### config.mk
export PLATFORM = sky130hd
export DESIGN_NAME = i2c_adc_reader_averager_unit
export DESIGN_NICKNAME = d
export VERILOG_FILES = /design/src/rtl/core/i2car_pkg.sv /design/src/rtl/core/i2car_avg.sv /design/src/rtl/core/i2car_seq.sv /design/src/rtl/core/i2c_adc_reader_averager_unit.sv
export SDC_FILE = /design/constraint.sdc
export NUM_CORES = 1
export LEC_CHECK = 0
export BUFFER_PORTS_ARGS = -buffer_cell sky130_fd_sc_hd__buf_2
export CORE_UTILIZATION = 53
export DETAILED_ROUTE_END_ITERATION = 16
export PLACE_DENSITY = 0.71
export SLEW_MARGIN = 20
export SYNTH_ARGS = -nofsm -noshare
export SYNTH_HDL_FRONTEND = slang
export SYNTH_SLANG_ARGS = --single-unit
### constraint.sdc
create_clock -name clk -period 15 [get_ports clk]
set_input_delay 3 -clock clk [delete_from_list [all_inputs] [get_ports clk]]
set_output_delay 3 -clock clk [all_outputs]
set_load 0.01 [all_outputs]
### src/rtl/core/i2car_pkg.sv
// Shared types and constants for the I2C converter reader with sample averaging.
// Used by every module under rtl/core; depends on nothing.
`default_nettype none

package i2car_pkg;

  localparam int NUM_SAMPLES = 8;
  localparam int RESULT_W    = 16;

  // opcodes
  localparam logic [1:0] OP_TICK   = 2'd0;
  localparam logic [1:0] OP_CONFIG = 2'd1;
  localparam logic [1:0] OP_READ   = 2'd2;

  // configuration register indexes
  localparam logic [1:0] CFG_DEVICE_ADDRESS = 2'd0;
  localparam logic [1:0] CFG_SETUP_BYTE     = 2'd1;
  localparam logic [1:0] CFG_PHASE_TICKS    = 2'd2;

  localparam logic [6:0] DEVICE_ADDRESS_RST = 7'd72;
  localparam logic [7:0] SETUP_BYTE_RST     = 8'h8C;
  localparam logic [7:0] PHASE_TICKS_RST    = 8'd15;

  localparam logic [2:0] BYTE_LAST_BIT = 3'd7;

  // which byte of the transaction is in flight
  localparam logic [1:0] SLOT_FIRST  = 2'd0;
  localparam logic [1:0] SLOT_SECOND = 2'd1;
  localparam logic [1:0] SLOT_THIRD  = 2'd2;

  typedef enum logic [4:0] {
    PH_IDLE, PH_ST_A, PH_ST_B, PH_ST_C,
    PH_TX_D, PH_TX_H, PH_TX_L,
    PH_AK_R, PH_AK_H, PH_AK_L,
    PH_RX_H, PH_RX_L,
    PH_MA_D, PH_MA_H, PH_MA_L, PH_MA_R,
    PH_NK_D, PH_NK_H, PH_NK_L,
    PH_SP_D, PH_SP_H, PH_SP_R
  } phase_t;

  typedef struct packed {
    logic [6:0] device_address;
    logic [7:0] setup_byte;
    logic [7:0] phase_ticks;
  } cfg_t;

  // sequencer -> averager
  typedef struct packed {
    logic                clear;
    logic                add;
    logic                sample_end;
    logic [RESULT_W-1:0] word;
  } avg_cmd_t;

  // sequencer view after the current tick
  typedef struct packed {
    logic scl;
    logic sda;
    logic busy;
    logic done;
    logic done_read;
  } seq_stat_t;

endpackage

`default_nettype wire

### src/rtl/core/i2car_avg.sv
// Sample accumulator, sample counter and constant-reciprocal mean.
// Depends on i2car_pkg.
`default_nettype none

module i2car_avg #(
  parameter int NumSamples = i2car_pkg::NUM_SAMPLES
) (
  input  wire logic                          clk,
  input  wire logic                          rst_n,
  input  wire logic                          step,
  input  wire i2car_pkg::avg_cmd_t           cmd,
  output logic                               last_sample,
  output logic [i2car_pkg::RESULT_W-1:0]     mean
);

  localparam int Log2N      = $clog2(NumSamples);
  localparam int SumW       = i2car_pkg::RESULT_W + Log2N;
  localparam int CntW       = (NumSamples > 1) ? Log2N : 1;
  localparam int RecipShift = SumW + Log2N;
  // ceil(2^RecipShift / N): exact floor division for any sum below 2^SumW
  localparam logic [63:0] RecipFull =
    ((64'd1 << RecipShift) + 64'(NumSamples) - 64'd1) / 64'(NumSamples);
  localparam logic [SumW:0] Recip = RecipFull[SumW:0];

  logic [SumW-1:0]     sum_r,   sum_nxt;
  logic [CntW-1:0]     cnt_r,   cnt_nxt;
  logic [2*SumW:0]     prod;

  always_comb begin
    sum_nxt = sum_r;
    cnt_nxt = cnt_r;
    if (cmd.clear) begin
      sum_nxt = '0;
      cnt_nxt = '0;
    end else begin
      if (cmd.add) begin
        sum_nxt = sum_r + SumW'(cmd.word);
      end
      if (cmd.sample_end) begin
        cnt_nxt = cnt_r + CntW'(1);
      end
    end
  end

  always_ff @(posedge clk) begin
    if (!rst_n) begin
      sum_r <= '0;
      cnt_r <= '0;
    end else if (step) begin
      sum_r <= sum_nxt;
      cnt_r <= cnt_nxt;
    end
  end

  assign last_sample = (cnt_r == CntW'(NumSamples - 1));
  assign prod        = (2*SumW+1)'(sum_r) * (2*SumW+1)'(Recip);
  assign mean        = prod[RecipShift +: i2car_pkg::RESULT_W];

endmodule

`default_nettype wire

### src/rtl/core/i2car_seq.sv
// Bus phase sequencer: start, byte send, acknowledge, byte receive, stop.
// One tick per step; depends on i2car_pkg.
`default_nettype none

module i2car_seq (
  input  wire logic                  clk,
  input  wire logic                  rst_n,
  input  wire logic                  step,
  input  wire logic [1:0]            opcode,
  input  wire logic                  sda_in,
  input  wire i2car_pkg::cfg_t       cfg,
  input  wire logic                  last_sample,
  output i2car_pkg::avg_cmd_t        cmd,
  output i2car_pkg::seq_stat_t       stat
);

  i2car_pkg::phase_t phase_r, phase_nxt;
  logic [7:0] tick_r,  tick_nxt;
  logic [2:0] bit_r,   bit_nxt;
  logic [7:0] shift_r, shift_nxt;
  logic [7:0] high_r,  high_nxt;
  logic [1:0] slot_r,  slot_nxt;
  logic       read_r,  read_nxt;
  logic       scl_r,   scl_nxt;
  logic       sda_r,   sda_nxt;
  logic       enter;
  logic       done;
  logic [7:0] hold;
  logic [7:0] tick_inc;

  assign hold     = (cfg.phase_ticks == 8'd0) ? 8'd1 : cfg.phase_ticks;
  assign tick_inc = tick_r + 8'd1;

  // next state
  always_comb begin
    phase_nxt = phase_r;
    tick_nxt  = tick_r;
    bit_nxt   = bit_r;
    shift_nxt = shift_r;
    high_nxt  = high_r;
    slot_nxt  = slot_r;
    read_nxt  = read_r;
    enter     = 1'b0;
    done      = 1'b0;
    cmd       = '0;
    if (phase_r == i2car_pkg::PH_IDLE) begin
      if (opcode == i2car_pkg::OP_CONFIG || opcode == i2car_pkg::OP_READ) begin
        read_nxt  = (opcode == i2car_pkg::OP_READ);
        slot_nxt  = i2car_pkg::SLOT_FIRST;
        cmd.clear = (opcode == i2car_pkg::OP_READ);
        phase_nxt = i2car_pkg::PH_ST_A;
        enter     = 1'b1;
      end
    end else begin
      tick_nxt = tick_inc;
      if (tick_inc >= hold) begin
        enter = 1'b1;
        unique case (phase_r)
          i2car_pkg::PH_ST_A: phase_nxt = sda_in ? i2car_pkg::PH_ST_B : i2car_pkg::PH_ST_A;
          i2car_pkg::PH_ST_B: phase_nxt = sda_in ? i2car_pkg::PH_ST_A : i2car_pkg::PH_ST_C;
          i2car_pkg::PH_ST_C: begin
            slot_nxt  = i2car_pkg::SLOT_FIRST;
            shift_nxt = {cfg.device_address, read_r};
            bit_nxt   = '0;
            phase_nxt = i2car_pkg::PH_TX_D;
          end
          i2car_pkg::PH_TX_D: phase_nxt = i2car_pkg::PH_TX_H;
          i2car_pkg::PH_TX_H: phase_nxt = i2car_pkg::PH_TX_L;
          i2car_pkg::PH_TX_L: begin
            shift_nxt = {shift_r[6:0], 1'b0};
            if (bit_r == i2car_pkg::BYTE_LAST_BIT) begin
              phase_nxt = i2car_pkg::PH_AK_R;
            end else begin
              bit_nxt   = bit_r + 3'd1;
              phase_nxt = i2car_pkg::PH_TX_D;
            end
          end
          i2car_pkg::PH_AK_R: phase_nxt = i2car_pkg::PH_AK_H;
          // no acknowledge: release and clock it again
          i2car_pkg::PH_AK_H: phase_nxt = sda_in ? i2car_pkg::PH_AK_R : i2car_pkg::PH_AK_L;
          i2car_pkg::PH_AK_L: begin
            if (read_r) begin
              slot_nxt  = i2car_pkg::SLOT_SECOND;
              shift_nxt = '0;
              bit_nxt   = '0;
              phase_nxt = i2car_pkg::PH_RX_H;
            end else if (slot_r == i2car_pkg::SLOT_FIRST) begin
              slot_nxt  = i2car_pkg::SLOT_SECOND;
              shift_nxt = cfg.setup_byte;
              bit_nxt   = '0;
              phase_nxt = i2car_pkg::PH_TX_D;
            end else begin
              phase_nxt = i2car_pkg::PH_SP_D;
            end
          end
          i2car_pkg::PH_RX_H: begin
            shift_nxt = {shift_r[6:0], sda_in};
            phase_nxt = i2car_pkg::PH_RX_L;
          end
          i2car_pkg::PH_RX_L: begin
            if (bit_r != i2car_pkg::BYTE_LAST_BIT) begin
              bit_nxt   = bit_r + 3'd1;
              phase_nxt = i2car_pkg::PH_RX_H;
            end else if (slot_r == i2car_pkg::SLOT_SECOND) begin
              high_nxt  = shift_r;
              phase_nxt = i2car_pkg::PH_MA_D;
            end else if (slot_r == i2car_pkg::SLOT_THIRD) begin
              cmd.add   = 1'b1;
              cmd.word  = {high_r, shift_r};
              phase_nxt = i2car_pkg::PH_MA_D;
            end else begin
              phase_nxt = i2car_pkg::PH_NK_D;
            end
          end
          i2car_pkg::PH_MA_D: phase_nxt = i2car_pkg::PH_MA_H;
          i2car_pkg::PH_MA_H: phase_nxt = i2car_pkg::PH_MA_L;
          i2car_pkg::PH_MA_L: phase_nxt = i2car_pkg::PH_MA_R;
          i2car_pkg::PH_MA_R: begin
            slot_nxt  = slot_r + 2'd1;
            shift_nxt = '0;
            bit_nxt   = '0;
            phase_nxt = i2car_pkg::PH_RX_H;
          end
          i2car_pkg::PH_NK_D: phase_nxt = i2car_pkg::PH_NK_H;
          i2car_pkg::PH_NK_H: phase_nxt = i2car_pkg::PH_NK_L;
          i2car_pkg::PH_NK_L: phase_nxt = i2car_pkg::PH_SP_D;
          i2car_pkg::PH_SP_D: phase_nxt = i2car_pkg::PH_SP_H;
          i2car_pkg::PH_SP_H: phase_nxt = i2car_pkg::PH_SP_R;
          i2car_pkg::PH_SP_R: begin
            if (read_r) begin
              cmd.sample_end = 1'b1;
              if (last_sample) begin
                done      = 1'b1;
                phase_nxt = i2car_pkg::PH_IDLE;
              end else begin
                phase_nxt = i2car_pkg::PH_ST_A;
              end
            end else begin
              done      = 1'b1;
              phase_nxt = i2car_pkg::PH_IDLE;
            end
          end
          default: phase_nxt = i2car_pkg::PH_IDLE;
        endcase
      end
    end
    if (enter) begin
      tick_nxt = '0;
    end
  end

  // line drives, set on entry to a phase
  always_comb begin
    scl_nxt = scl_r;
    sda_nxt = sda_r;
    if (enter) begin
      unique case (phase_nxt)
        i2car_pkg::PH_ST_A: begin
          scl_nxt = 1'b1;
          sda_nxt = 1'b1;
        end
        i2car_pkg::PH_ST_B: sda_nxt = 1'b0;
        i2car_pkg::PH_ST_C: scl_nxt = 1'b0;
        i2car_pkg::PH_TX_D: begin
          scl_nxt = 1'b0;
          sda_nxt = shift_nxt[7];
        end
        i2car_pkg::PH_TX_H: scl_nxt = 1'b1;
        i2car_pkg::PH_TX_L: begin
          scl_nxt = 1'b0;
          sda_nxt = (bit_nxt == i2car_pkg::BYTE_LAST_BIT) ? 1'b1 : shift_nxt[7];
        end
        i2car_pkg::PH_AK_R: sda_nxt = 1'b1;
        i2car_pkg::PH_AK_H: scl_nxt = 1'b1;
        i2car_pkg::PH_AK_L: scl_nxt = 1'b0;
        i2car_pkg::PH_RX_H: scl_nxt = 1'b1;
        i2car_pkg::PH_RX_L: scl_nxt = 1'b0;
        i2car_pkg::PH_MA_D: sda_nxt = 1'b0;
        i2car_pkg::PH_MA_H: scl_nxt = 1'b1;
        i2car_pkg::PH_MA_L: scl_nxt = 1'b0;
        i2car_pkg::PH_MA_R: sda_nxt = 1'b1;
        i2car_pkg::PH_NK_D: sda_nxt = 1'b1;
        i2car_pkg::PH_NK_H: scl_nxt = 1'b1;
        i2car_pkg::PH_NK_L: scl_nxt = 1'b0;
        i2car_pkg::PH_SP_D: sda_nxt = 1'b0;
        i2car_pkg::PH_SP_H: scl_nxt = 1'b1;
        i2car_pkg::PH_SP_R: sda_nxt = 1'b1;
        default: begin
          scl_nxt = 1'b1;
          sda_nxt = 1'b1;
        end
      endcase
    end
  end

  always_ff @(posedge clk) begin
    if (!rst_n) begin
      phase_r <= i2car_pkg::PH_IDLE;
      tick_r  <= '0;
      bit_r   <= '0;
      shift_r <= '0;
      high_r  <= '0;
      slot_r  <= i2car_pkg::SLOT_FIRST;
      read_r  <= 1'b0;
      scl_r   <= 1'b1;
      sda_r   <= 1'b1;
    end else if (step) begin
      phase_r <= phase_nxt;
      tick_r  <= tick_nxt;
      bit_r   <= bit_nxt;
      shift_r <= shift_nxt;
      high_r  <= high_nxt;
      slot_r  <= slot_nxt;
      read_r  <= read_nxt;
      scl_r   <= scl_nxt;
      sda_r   <= sda_nxt;
    end
  end

  assign stat.scl       = scl_nxt;
  assign stat.sda       = sda_nxt;
  assign stat.busy      = (phase_nxt != i2car_pkg::PH_IDLE);
  assign stat.done      = done;
  assign stat.done_read = done & read_r;

endmodule

`default_nettype wire

### src/rtl/core/i2c_adc_reader_averager_unit.sv
// Top level: I2C master reading a converter and averaging samples.
// Instantiates i2car_seq and i2car_avg; depends on i2car_pkg.
//
//   channel | direction | handshake              | payload
//   in_     | input     | in_valid / in_ready    | in_opcode, in_sda_in
//   out_    | output    | out_valid / out_ready  | out_scl_out, out_sda_out, out_busy_res,
//           |           |                        | out_done_res, out_average_value
//   cfg_    | input     | cfg_we (no wait)       | cfg_index, cfg_wdata
//
// One item per cycle sustained while out_ready is high; a result passes through the input register
// and then the result register, with the phase sequencer's next-state logic combinational between
// them (the mean is one multiply by a constant reciprocal).
// Reset is synchronous, active low; no clearing pass.
// A stalled result holds in the output register; the input register keeps taking
// items as long as the result register drains.
`default_nettype none

module i2c_adc_reader_averager_unit #(
  parameter int NumSamples = i2car_pkg::NUM_SAMPLES
) (
  input  wire logic                             clk,
  input  wire logic                             rst_n,
  input  wire logic                             in_valid,
  output logic                                  in_ready,
  input  wire logic [1:0]                       in_opcode,
  input  wire logic                             in_sda_in,
  output logic                                  out_valid,
  input  wire logic                             out_ready,
  output logic                                  out_scl_out,
  output logic                                  out_sda_out,
  output logic                                  out_busy_res,
  output logic                                  out_done_res,
  output logic [i2car_pkg::RESULT_W-1:0]        out_average_value,
  input  wire logic                             cfg_we,
  input  wire logic [1:0]                       cfg_index,
  input  wire logic [7:0]                       cfg_wdata
);

  i2car_pkg::cfg_t      cfg_r;
  i2car_pkg::avg_cmd_t  avg_cmd;
  i2car_pkg::seq_stat_t stat;

  logic                          in_valid_r;
  logic [1:0]                    opcode_r;
  logic                          sda_r;
  logic                          step;
  logic                          last_sample;
  logic [i2car_pkg::RESULT_W-1:0] mean;

  logic                          out_valid_r;
  logic                          scl_out_r;
  logic                          sda_out_r;
  logic                          busy_r;
  logic                          done_r;
  logic [i2car_pkg::RESULT_W-1:0] average_r;

  always_ff @(posedge clk) begin
    if (!rst_n) begin
      cfg_r.device_address <= i2car_pkg::DEVICE_ADDRESS_RST;
      cfg_r.setup_byte     <= i2car_pkg::SETUP_BYTE_RST;
      cfg_r.phase_ticks    <= i2car_pkg::PHASE_TICKS_RST;
    end else if (cfg_we) begin
      unique case (cfg_index)
        i2car_pkg::CFG_DEVICE_ADDRESS: cfg_r.device_address <= cfg_wdata[6:0];
        i2car_pkg::CFG_SETUP_BYTE:     cfg_r.setup_byte     <= cfg_wdata;
        i2car_pkg::CFG_PHASE_TICKS:    cfg_r.phase_ticks    <= cfg_wdata;
        default: ;
      endcase
    end
  end

  // a tick is processed when the result register is free or draining
  assign step     = in_valid_r && (!out_valid_r || out_ready);
  assign in_ready = !in_valid_r || step;

  always_ff @(posedge clk) begin
    if (!rst_n) begin
      in_valid_r <= 1'b0;
    end else if (in_ready) begin
      in_valid_r <= in_valid;
    end
  end

  always_ff @(posedge clk) begin
    if (in_ready && in_valid) begin
      opcode_r <= in_opcode;
      sda_r    <= in_sda_in;
    end
  end

  i2car_seq u_seq (
    .clk         (clk),
    .rst_n       (rst_n),
    .step        (step),
    .opcode      (opcode_r),
    .sda_in      (sda_r),
    .cfg         (cfg_r),
    .last_sample (last_sample),
    .cmd         (avg_cmd),
    .stat        (stat)
  );

  i2car_avg #(
    .NumSamples (NumSamples)
  ) u_avg (
    .clk         (clk),
    .rst_n       (rst_n),
    .step        (step),
    .cmd         (avg_cmd),
    .last_sample (last_sample),
    .mean        (mean)
  );

  always_ff @(posedge clk) begin
    if (!rst_n) begin
      out_valid_r <= 1'b0;
    end else if (step) begin
      out_valid_r <= 1'b1;
    end else if (out_ready) begin
      out_valid_r <= 1'b0;
    end
  end

  always_ff @(posedge clk) begin
    if (step) begin
      scl_out_r <= stat.scl;
      sda_out_r <= stat.sda;
      busy_r    <= stat.busy;
      done_r    <= stat.done;
      average_r <= stat.done_read ? mean : '0;
    end
  end

  assign out_valid         = out_valid_r;
  assign out_scl_out       = scl_out_r;
  assign out_sda_out       = sda_out_r;
  assign out_busy_res      = busy_r;
  assign out_done_res      = done_r;
  assign out_average_value = average_r;

endmodule

`default_nettype wire

# After elaboration in Yosys (flattened, before gate mapping)
# Cells that the tools add are included.
[totals] out_inout_bits=22 register_bits=107 elab_cells=190
[op_classes] addsub=5 order_cmp=1 muxes=69 n_reduce_logical=33 n_bitwise=3 n_eq_ne=55
[op_table] op="$pmux 5 s21" count=1
[op_table] op="$eq 5x4->1 const B" count=16
[op_table] op="$mux 16" count=4
[op_table] op="$eq 5x5->1 const B" count=12
[op_table] op="$mux 8" count=7
[op_table] op="$eq 5x3->1 const B" count=8
[op_table] op="$mux 5" count=8
[op_table] op="$pmux 8 s5" count=1
[op_table] op="$mux 19" count=2
[op_table] op="$mux 18" count=2
[op_table] op="$mux 3" count=8
[op_table] op="$mux 1" count=23
[op_table] op="$eq 5x2->1 const B" count=4
[op_table] op="$add 19x16->19" count=1
[op_table] op="$mux 2" count=8
[op_table] op="$reduce_or 7->1" count=2
[op_table] op="$pmux 3 s4" count=1
[op_table] op="$reduce_and 2->1" count=6
[op_table] op="$reduce_or 11->1" count=1
[op_table] op="$reduce_and 5->1" count=2
[op_table] op="$reduce_bool 5->1" count=2
[op_table] op="$eq 3x3->1 const B" count=3
[op_table] op="$add 8x1->8 const B" count=1
[op_table] op="$ge 8x8->1" count=1
[op_table] op="other kinds (28)" count=42

# Longest topological paths before layout
# Gate-level depths: netlist (run 1).
[logic_depth] word_depth=11 depth_mapped=23 mapped_depth_nobuf=22

# Hierarchy
# From an unflattened synthesis (run 1), not the netlist that was laid out.
[unflattened] cells_unflattened=741 hier_area_um2=6683.9
[by_module_without_submodules] mod="i2car_seq" cells_per_inst=385 instances=1 area_each_um2=3135.5 seq_area_each_um2=740.7
[by_module_without_submodules] mod="i2c_adc_reader_averager_unit" cells_per_inst=140 instances=1 area_each_um2=1803.0 seq_area_each_um2=1191.1
[by_module_without_submodules] mod="i2car_avg" cells_per_inst=216 instances=1 area_each_um2=1745.4 seq_area_each_um2=440.4

# Worst setup path before layout (run 1)
# No wires, ideal clock.
[synth_path] path_type="input to output" from="input port out_ready" to="output port in_ready" path_stages=2 arrival_time_ns=3.297 n_path_buf=0 setup_slack_ns=8.703 path_cell_list="nor2b_1 -> nand2_1"
[synth_via] elab_chain_cells=3
[synth_rtl] element="from (decl)" line_no="i2c_adc_reader_averager_unit.sv:28" source="input wire logic out_ready,"
[synth_rtl] element="$logic_or 1x1->1" line_no="i2c_adc_reader_averager_unit.sv:73" source="assign step = in_valid_r && (!out_valid_r || out_ready);"
[synth_rtl] element="$logic_and 1x1->1" line_no="i2c_adc_reader_averager_unit.sv:73"
[synth_rtl] element="$logic_or 1x1->1" line_no="i2c_adc_reader_averager_unit.sv:74" source="assign in_ready = !in_valid_r || step;"
[synth_rtl] element="to (decl)" line_no="i2c_adc_reader_averager_unit.sv:24" source="output logic in_ready,"
# No other way between the ends.

# Worst setup path after layout (run 1)
# Same ends and word-level chain as after synthesis.

==> flow_summary.yaml, run 1 <==
status:
  outcome: "finished, final reports clean"
yosys:
  synth_top_area_share_pct: 27.3
  synth_most_common_cell: "dfxtp_1"
  syn-instance-count: 729
  ys_ff_latch: 107
  synth.largest_area_cell: "dfxtp_1"
  yosysWarnings: 0
  seq_area_frac_synth_pct: 38.5
  ys_types: 73
  syn_avg_cell_area_sq_um: 8.45
  synth_commonest_cells: "dfxtp_1, nand2_1, nor2_1"
  synth_edf_count: 23
  netlist_top_cells_area: "dfxtp_1, edfxtp_1, ha_1"
  syn_area_sq_mm: 0.00616
  synth_nets: 781
  synth_ff_type: "dfxtp_1"
  async_flop_share_pct: 0
flow_run:
  cap_violations: 0
final_layout:
  diodes: 0
  fin_nets: 794
  drive_gt1_share_pct: 10.2
  area_delta_synth_final_pct: 8.66
clock_tree:
  htreeDepth: 3
  cts_setup_buffers: 0
  clockBufferDepth: 2
  clk_pin_slew_worst_paths_ps: 70
  cts_tree: "done"
  ctsResizeCount: 0
  clk_latency_ps: 360
  cts-root-buf: "clkbuf_16"
  cts.sinks: 107
  cts_hold_buf: 0
  cts_buffers: 9
power:
  p_total_uw: 586
  leakagePower_uw: 0.00266
  peakVddDrop_uv: 60.3
  power_density_mw_per_mm2: 87.6
global_routing:
  grt.total_usage_pct: 25.1
  grt_max_degree: 48
  grt_pass1_vias: 5020
  grt_antenna_before_repair: 0
  grt_pass1_wl_mm: 23.4
  overflow: 0
floorplan:
  die_area_sq_mm: 0.0121
  die_x_um: 110
  dieHeight_um: 110
  io_pins: 40
  start_util_pct: 55.6
  rows: 38
  core_sq_mm: 0.0111
setup_path:
  startpoint_type: "input port"
  worst-setup-path-type: "in2out"
  end_kind: "output pin"
  path_max_fanout: 4
  worstPathArrival_ps: 3540
  cp_data_required_time_ps: 12000
timing:
  rsz0062_at_grt: "no"
  max_freq_mhz: 153
  min_period_ps: 6540
  relSlewSlack_pct: 32.5
  hold_viol_final: 0
  period_share_pct: 43.6
  final_max_slew_viol_count: 0
  fin_ws_ps: 8460
  setup_viol: 0
  skew_ps: 9.93
  worst_slew_pin_slew_ps: 1010
  fin_setup_tns_ps: 0
detailed_routing:
  postRouteAntennaNets: 0
  vias: 5332
  first_pass_iters: 6
  drc: 0
  postRouteWirelength_mm: 14.0
  viasPerCell: 6.01
  drtIter0Drc: 416
  avgRoutedWirePerCell_um: 15.8
placed_design:
  portBuffers: 39
  dp_slack_ps: 8470
  dpl.hpwl_mm: 10.1
  gp_congestion: 0.906
min_path:
  hp-class: "reg2reg"
[power by group]
part | internal [uW] | switching [uW] | total (uW)
combinational | 16.4 | 30.2 | 46.6
sequential | 300 | 5.23 | 305
clock | 121 | 113 | 234
total | 437 | 149 | 586
[metal layers]
| layer | up-vias | share of wire (%) | global-route usage (%) |
|---|---|---|---|
| li1 | 2671 | - | - |
| met1 | 2488 | 46 | 31.5 |
| met2 | 146 | 47 | 41.3 |
| met3 | 27 | 4.9 | 4.68 |
| met4 | 0 | 2.3 | 11.8 |
| met5 | - | 0 | 0 |
[cell usage in the layout, fill, tap and decap left out, types with 5 or more instances in the layout]
cell       instances
nand2_1           76
or3_1              7
buf_2             39
a211oi_1          15
nor2_1            74
mux2i_1           24
inv_1             24
clkbuf_16          9
dfxtp_1           84
o21ai_1            6
nand3_1           38
edfxtp_1          23
o211ai_1           5
and2_1            20
xor2_1             6
and3_1            28
nor3_1            12
buf_4              5
nor2b_1            8
ha_1              33
o21ai_0           23
nand2b_1           6
a21oi_1           53
o22ai_1            6
a31oi_1            9
nand3b_1          10
nor3b_1            6
xnor2_1           13
a222oi_1           7
[stage by stage]
stage	util, %	area, sq um	cells	hold slack [ps]
finish	60.4	6690	887	448
global route	60.4	6690	887	477
CTS	60.4	6690	887	450
detailed placement	57.7	6400	871	441
global placement	57.7	6390	871	438
floorplan	-	6160	729	427
[state kept, by name (all words and copies together) (netlist names)]
signal,flops
u_avg.cnt_r,3
u_avg.sum_r,19
u_seq.bit_r,3
out_average_value,16
u_seq.tick_r,8
u_seq.scl_r,1
u_seq.read_r,1
cfg_r,23
in_valid_r,1
u_seq.high_r,8
sda_r,1
u_seq.shift_r,8
out_scl_out,1
opcode_r,2
u_seq.phase_r,5
out_busy_res,1
u_seq.slot_r,2
out_done_res,1
out_sda_out,1
u_seq.sda_r,1
out_valid,1
[layout make-up]
type / instances / area (sq um)
clock inverter: 6 / 55.1
timing repair buffer: 44 / 233
tap: 140 / 175
multi-input combinational: 555 / 3520
sequential: 107 / 2370
inverter: 25 / 93.8
fill: 1009 / 4390
clock buffer: 10 / 239
[kinds of logic after synthesis]
kind of cell	Yosys count	synth area share (%)
AO/OA/AOI/OAI	169	18.2
multiplexers	26	4.31
buffers and inverters	67	4.35
flip-flops	107	38.5
AND/OR/NAND/NOR	307	24.9
XOR/XNOR	19	2.70
adder cells (fa/ha/maj)	34	7.03
[final timing paths]
check / from / to / slack, ps / cells past startpoint
worst min register to register: u_seq.high_r[7] / u_seq.high_r[7] / 450 / 2
worst max register to register: u_seq.tick_r[0] / u_avg.sum_r[18] / 9530 / 21
worst max-delay path: out_ready / in_ready / 8460 / 4
worst min-delay path: u_seq.high_r[7] / u_seq.high_r[7] / 450 / 2
[critical path, cell delays in order]
cell and delay (ps):
buf_2 100, nor2b_1 190, nand2_1 100, buf_2 150
Power figures use the tool's default switching activity.
==> run 2: changes to the inputs <==
ABC_AREA = 1   (was default)
PLACE_DENSITY = 0.74   (was 0.71)
clock period = 5.65 ns   (was 15 ns; I/O delays follow)
==> flow_summary.yaml, run 2 <==
global_routing:
  overflow: 0
  grt_pass1_wl_mm: 24.2
  grt_antenna_before_repair: 0
  grt_pass1_vias: 5139
  grt.total_usage_pct: 24.5
  grt_max_degree: 44
detailed_routing:
  drc: 0
  postRouteWirelength_mm: 14.3
  vias: 5566
  viasPerCell: 5.28
  avgRoutedWirePerCell_um: 13.6
  drtIter0Drc: 344
  first_pass_iters: 5
  postRouteAntennaNets: 0
status:
  outcome: "finished, final reports clean"
yosys:
  seq_area_frac_synth_pct: 37.9
  synth_fa_ha_area_share_pct: 6.92
  synth_commonest_cells: "nand2_1, inv_1, nor2_1"
  synth_nets: 927
  synth_top_family_by_area: "simple AND/OR/NAND/NOR gates"
  synth-compound-area-share_pct: 16.7
  synth-xor-area-share_pct: 1.40
  synth_top_area_share_pct: 26.9
  synth_ff_type: "dfxtp_1"
  synth.largest_area_cell: "dfxtp_1"
  yosysWarnings: 0
  ys_types: 48
  netlist_top_cells_area: "dfxtp_1, nand2_1, edfxtp_1"
  async_flop_share_pct: 0
  ys_ff_latch: 107
  syn_avg_cell_area_sq_um: 7.15
  synth-simple-area-share_pct: 27.9
  syn_area_sq_mm: 0.00625
  synth_most_common_cell: "nand2_1"
  syn-instance-count: 875
  synth_edf_count: 23
  synthMuxAreaShare_pct: 0
power:
  p_total_uw: 1640
  intPower_uw: 1190
  leakagePower_uw: 0.00308
  p_switching_uw: 451
  peakVddDrop_uv: 195
  seqPwrFrac_pct: 50.3
  power_density_mw_per_mm2: 239
  p_sw_share_pct: 27.5
  combPwrFrac_pct: 11.6
  clkPwrFrac_pct: 38.1
final_layout:
  largest_reg_flops: 23
  diodes: 0
  fin_nets: 959
  layout.cells.most_common_list: "nand2_1, inv_1, nor2_1"
  top_register: "cfg_r"
  instances_no_fill: 1055
  area_delta_synth_final_pct: 9.64
  final_common_cell: "nand2_1"
  drive_gt1_share_pct: 12.0
setup_path:
  cpMostUsedCell: "nand2_1"
  worstSetupStartpoint: "u_seq.tick_r[2]"
  crit_family: "simple AND/OR/NAND/NOR gates"
  critical-path-max-stage-delay_ps: 380
  cp_data_required_time_ps: 5880
  worst-setup-path-type: "reg2reg"
  critPathSlowestCell: "dfxtp_1"
  startpoint_type: "flop"
  end_kind: "flop"
  worstPathArrival_ps: 5000
  r2r-start: "u_seq.tick_r[2]"
  path_max_fanout: 17
  crit_buf_inv: 2
clock_tree:
  cts_hold_buf: 0
  cts_tree: "done"
  cts_setup_buffers: 0
  htreeDepth: 3
  clockBufferDepth: 2
  cts_buffers: 9
  clk_pin_slew_worst_paths_ps: 70
  ctsResizeCount: 0
  cts-root-buf: "clkbuf_16"
  cts.sinks: 107
  clk_latency_ps: 360
timing:
  hold_viol_final: 0
  relSlewSlack_pct: 47.1
  rsz0062_at_grt: "no"
  worst_slew_pin_slew_ps: 788
  max_freq_mhz: 210
  fin_setup_tns_ps: 0
  period_share_pct: 84.4
  fin_ws_ps: 879
  setup_viol: 0
  final_max_slew_viol_count: 0
  min_period_ps: 4770
  skew_ps: 8.33
floorplan:
  dieHeight_um: 111
  io_pins: 40
  core_sq_mm: 0.0115
  rows: 39
  die_area_sq_mm: 0.0122
  die_x_um: 111
  start_util_pct: 54.5
placed_design:
  dp_slack_ps: 952
  portBuffers: 39
  dpl.hpwl_mm: 10.5
  gp_congestion: 0.914
  dp.cells: 1039
flow_run:
  cap_violations: 0
min_path:
  hp-start: "u_seq.high_r[7]"
  hp-class: "reg2reg"
-- run 2: changes by cell type after synthesis, sizes merged, moves of 21 or more --
cell | previous run | this run
nand2 | 76 | 195
inv | 24 | 121
o21ai | 29 | 58
a21oi | 53 | 81
and3 | 28 | 1
nor2 | 74 | 101
mux2i | 25 | 0
and2 | 21 | 0
-- run 2: cell type report --
type                       instances  area [sq um]
clock buffer                      10           239
clock inverter                     6          58.8
fill                            1079          4610
inverter                         123           462
multi-input combinational        622          3310
sequential                       107          2370
tap                              143           179
timing repair buffer              44           233
-- run 2: final timing paths --
path,end,slack [ps],cells after the start
min,u_seq.high_r[7],460,2
max reg2reg,u_avg.sum_r[15],880,28
max,u_avg.sum_r[15],880,28
min reg2reg,u_seq.high_r[7],460,2
-- run 2: layer usage --
metal | GRT usage [%] | vias up | share of wire [%]
li1 | - | 2949 | -
met2 | 40.9 | 128 | 46
met3 | 3.46 | 35 | 3.5
met4 | 11.5 | 0 | 3.1
met1 | 31.3 | 2454 | 47
met5 | 0 | - | 0
-- run 2: power groups by stage --
stage          combinational (uW)  sequential [uW]  clock, uW
3_3_place_gp                  187              841          0
6_report                      189              824        624
2_1_floorplan                 138              838          0
5_1_grt                       214              827        668
4_1_cts                       189              824        638
3_5_place_dp                  188              841          0
-- run 2: kinds of logic after synthesis --
kind of cell	Yosys count
compound gates	183
buf+inv	146
simple gates	395
fa+ha+maj	34
xor+xnor	10
flops	107
-- run 2: worst reg2reg max path, delay by kind of cell (launching register included) --
| family | cells | cell delay, ps |
|---|---|---|
| simple gates | 19 | 2480 |
| fa+ha+maj | 2 | 630 |
| xor+xnor | 1 | 160 |
| flops | 1 | 380 |
| buf+inv | 2 | 310 |
| compound gates | 4 | 660 |
-- run 2: per-stage QoR --
| step | hold WS, ps | util (%) | area [sq um] |
|---|---|---|---|
| global route | 500 | 59.8 | 6860 |
| CTS | 460 | 59.8 | 6860 |
| detailed placement | 448 | 57.2 | 6560 |
| floorplan | 429 | - | 6250 |
| global placement | 445 | 57.2 | 6560 |
| finish | 464 | 59.8 | 6860 |
==> run 3: changes to the inputs <==
PLACE_DENSITY = 0.71   (was 0.74)
clock period = 4.4 ns   (was 5.65 ns; I/O delays follow)
==> flow_summary.yaml, run 3 (synthesis results as in run 2) <==
placed_design:
  portBuffers: 39
  gp_congestion: 0.946
  dpl.hpwl_mm: 11.2
  place_area_sq_mm: 0.00659
  dp_slack_ps: -20.3
clock_tree:
  cts_buffers: 9
  cts.sinks: 107
  cts-root-buf: "clkbuf_16"
  clk_pin_slew_worst_paths_ps: 70
  clockBufferDepth: 2
  cts_hold_buf: 0
  clk_latency_ps: 360
  cts_tree: "done"
  htreeDepth: 3
floorplan:
  die_area_sq_mm: 0.0122
  die_x_um: 111
  io_pins: 40
  core_sq_mm: 0.0115
  start_util_pct: 54.5
  dieHeight_um: 111
  rows: 39
detailed_routing:
  postRouteWirelength_mm: 15.4
  postRouteAntennaNets: 0
  first_pass_iters: 5
  viasPerCell: 5.48
  drtIter0Drc: 324
  vias: 5842
  drc: 0
  avgRoutedWirePerCell_um: 14.4
power:
  p_sw_share_pct: 27.6
  p_switching_uw: 580
  p_total_uw: 2100
  peakVddDrop_uv: 256
  intPower_uw: 1520
  combPwrFrac_pct: 12.0
  power_density_mw_per_mm2: 297
  leakagePower_uw: 0.00313
  seqPwrFrac_pct: 50.3
  clkPwrFrac_pct: 37.7
timing:
  relSlewSlack_pct: 37.7
  fin_setup_tns_ps: 0
  timing.hold.ws_ps: 455
  period_share_pct: 94.9
  hold_viol_final: 0
  fin_ws_ps: 226
  setup_viol: 0
  final_max_slew_viol_count: 0
  min_period_ps: 4170
  max_freq_mhz: 240
  worst_slew_pin_slew_ps: 927
  skew_ps: 7.90
final_layout:
  drive_gt1_share_pct: 15.4
  diodes: 0
  final_common_cell: "nand2_1"
  nFillCells: 1051
  layout.cells.most_common_list: "nand2_1, inv_1, nor2_1"
  largest_reg_flops: 23
  design_area_sq_mm: 0.00707
  area_delta_synth_final_pct: 13.0
  fin_nets: 971
  top_register: "cfg_r"
min_path:
  min_path_cells: 2
  hp-start: "u_seq.high_r[3]"
  hp-class: "reg2reg"
  holdPathEnd: "u_seq.high_r[3]"
setup_path:
  startpoint_type: "flop"
  critPathSlowestCell: "dfxtp_2"
  cp_data_required_time_ps: 4640
  worstPathArrival_ps: 4420
  reg2reg_to: "u_avg.sum_r[15]"
  worst-setup-path-type: "reg2reg"
  path_max_fanout: 5
  end_kind: "flop"
  cpMostUsedCell: "nand2_1"
  r2r_slack_ps: 230
  r2r-start: "u_seq.tick_r[0]"
  r2r_cells: 27
  critical-path-max-stage-delay_ps: 370
status:
  outcome: "finished, final reports clean"
global_routing:
  grt_pass1_vias: 5445
  grt_antenna_before_repair: 0
  grt.total_usage_pct: 25.5
  overflow: 0
  grt_max_degree: 42
  grt_pass1_wl_mm: 25.3
flow_run:
  cap_violations: 0
## run 3: changes by cell type in the layout (fill, tap and decap cells not counted), sizes merged
| cell | change |
|---|---|
| clkinv | -1 |
| clkinvlp | +1 |
| nand3 | +1 |
| buf | +11 |
## run 3: timing repair
action | in CTS | in global routing
gates cloned | 0 | 1
setup endpoints to repair | 2 | 8
buffers inserted | 0 | 7
resized for setup | 1 | 29
pin swaps | 0 | 5
## run 3: worst max-delay path, delay by kind of cell (launching register included)
| kind | cells | cell delay, ps |
|---|---|---|
| buffers and inverters | 1 | 130 |
| XOR/XNOR | 1 | 160 |
| AO/OA/AOI/OAI | 4 | 550 |
| flip-flops | 1 | 370 |
| adder cells (fa/ha/maj) | 2 | 600 |
| AND/OR/NAND/NOR | 19 | 2260 |
## run 3: per-stage QoR
stage                     std cells  utilization [%]
after floorplan                 875                -
after global routing           1067             61.6
after detailed placement       1043             57.5
final                          1067             61.6
after global placement         1043             57.5
after CTS                      1059             60.0
## run 3: worst max-delay path by stage
| stage | from | endpoint |
|---|---|---|
| after floorplan | u_seq.tick_r[2] | u_avg.sum_r[15] |
| after global placement | u_seq.tick_r[2] | u_avg.sum_r[15] |
| after detailed placement | u_seq.tick_r[0] | u_avg.sum_r[15] |
| after CTS | u_seq.tick_r[0] | u_avg.sum_r[15] |
| after global routing | u_seq.tick_r[0] | u_avg.sum_r[15] |
| final | u_seq.tick_r[0] | u_avg.sum_r[15] |
## run 3: cell type report
cell class | count | area [sq um] | share of cell area (%)
multi-input combinational | 623 | 3440 | 48.7
clock inverter | 6 | 47.5 | 0.673
timing repair buffer | 55 | 319 | 4.51
sequential | 107 | 2380 | 33.6
clock buffer | 10 | 239 | 3.38
inverter | 123 | 462 | 6.53
tap | 143 | 179 | 2.53
## run 3: per-layer routing
metal  up-vias  share of wire (%)  track usage (%)
met4         0                2.7             9.33
met5         -                  0                0
li1       2980                  -                -
met1      2679                 44             30.9
met2       145                 49             44.8
met3        38                4.3             4.56
## run 3: power by group through the flow
stage                     logic, uW  clock network (uW)  registers, uW
after floorplan                 178                   0           1080
after global placement          244                   0           1080
after detailed placement        248                   0           1080
after CTS                       249                 809           1060
after global routing            284                 844           1060
final                           252                 790           1060
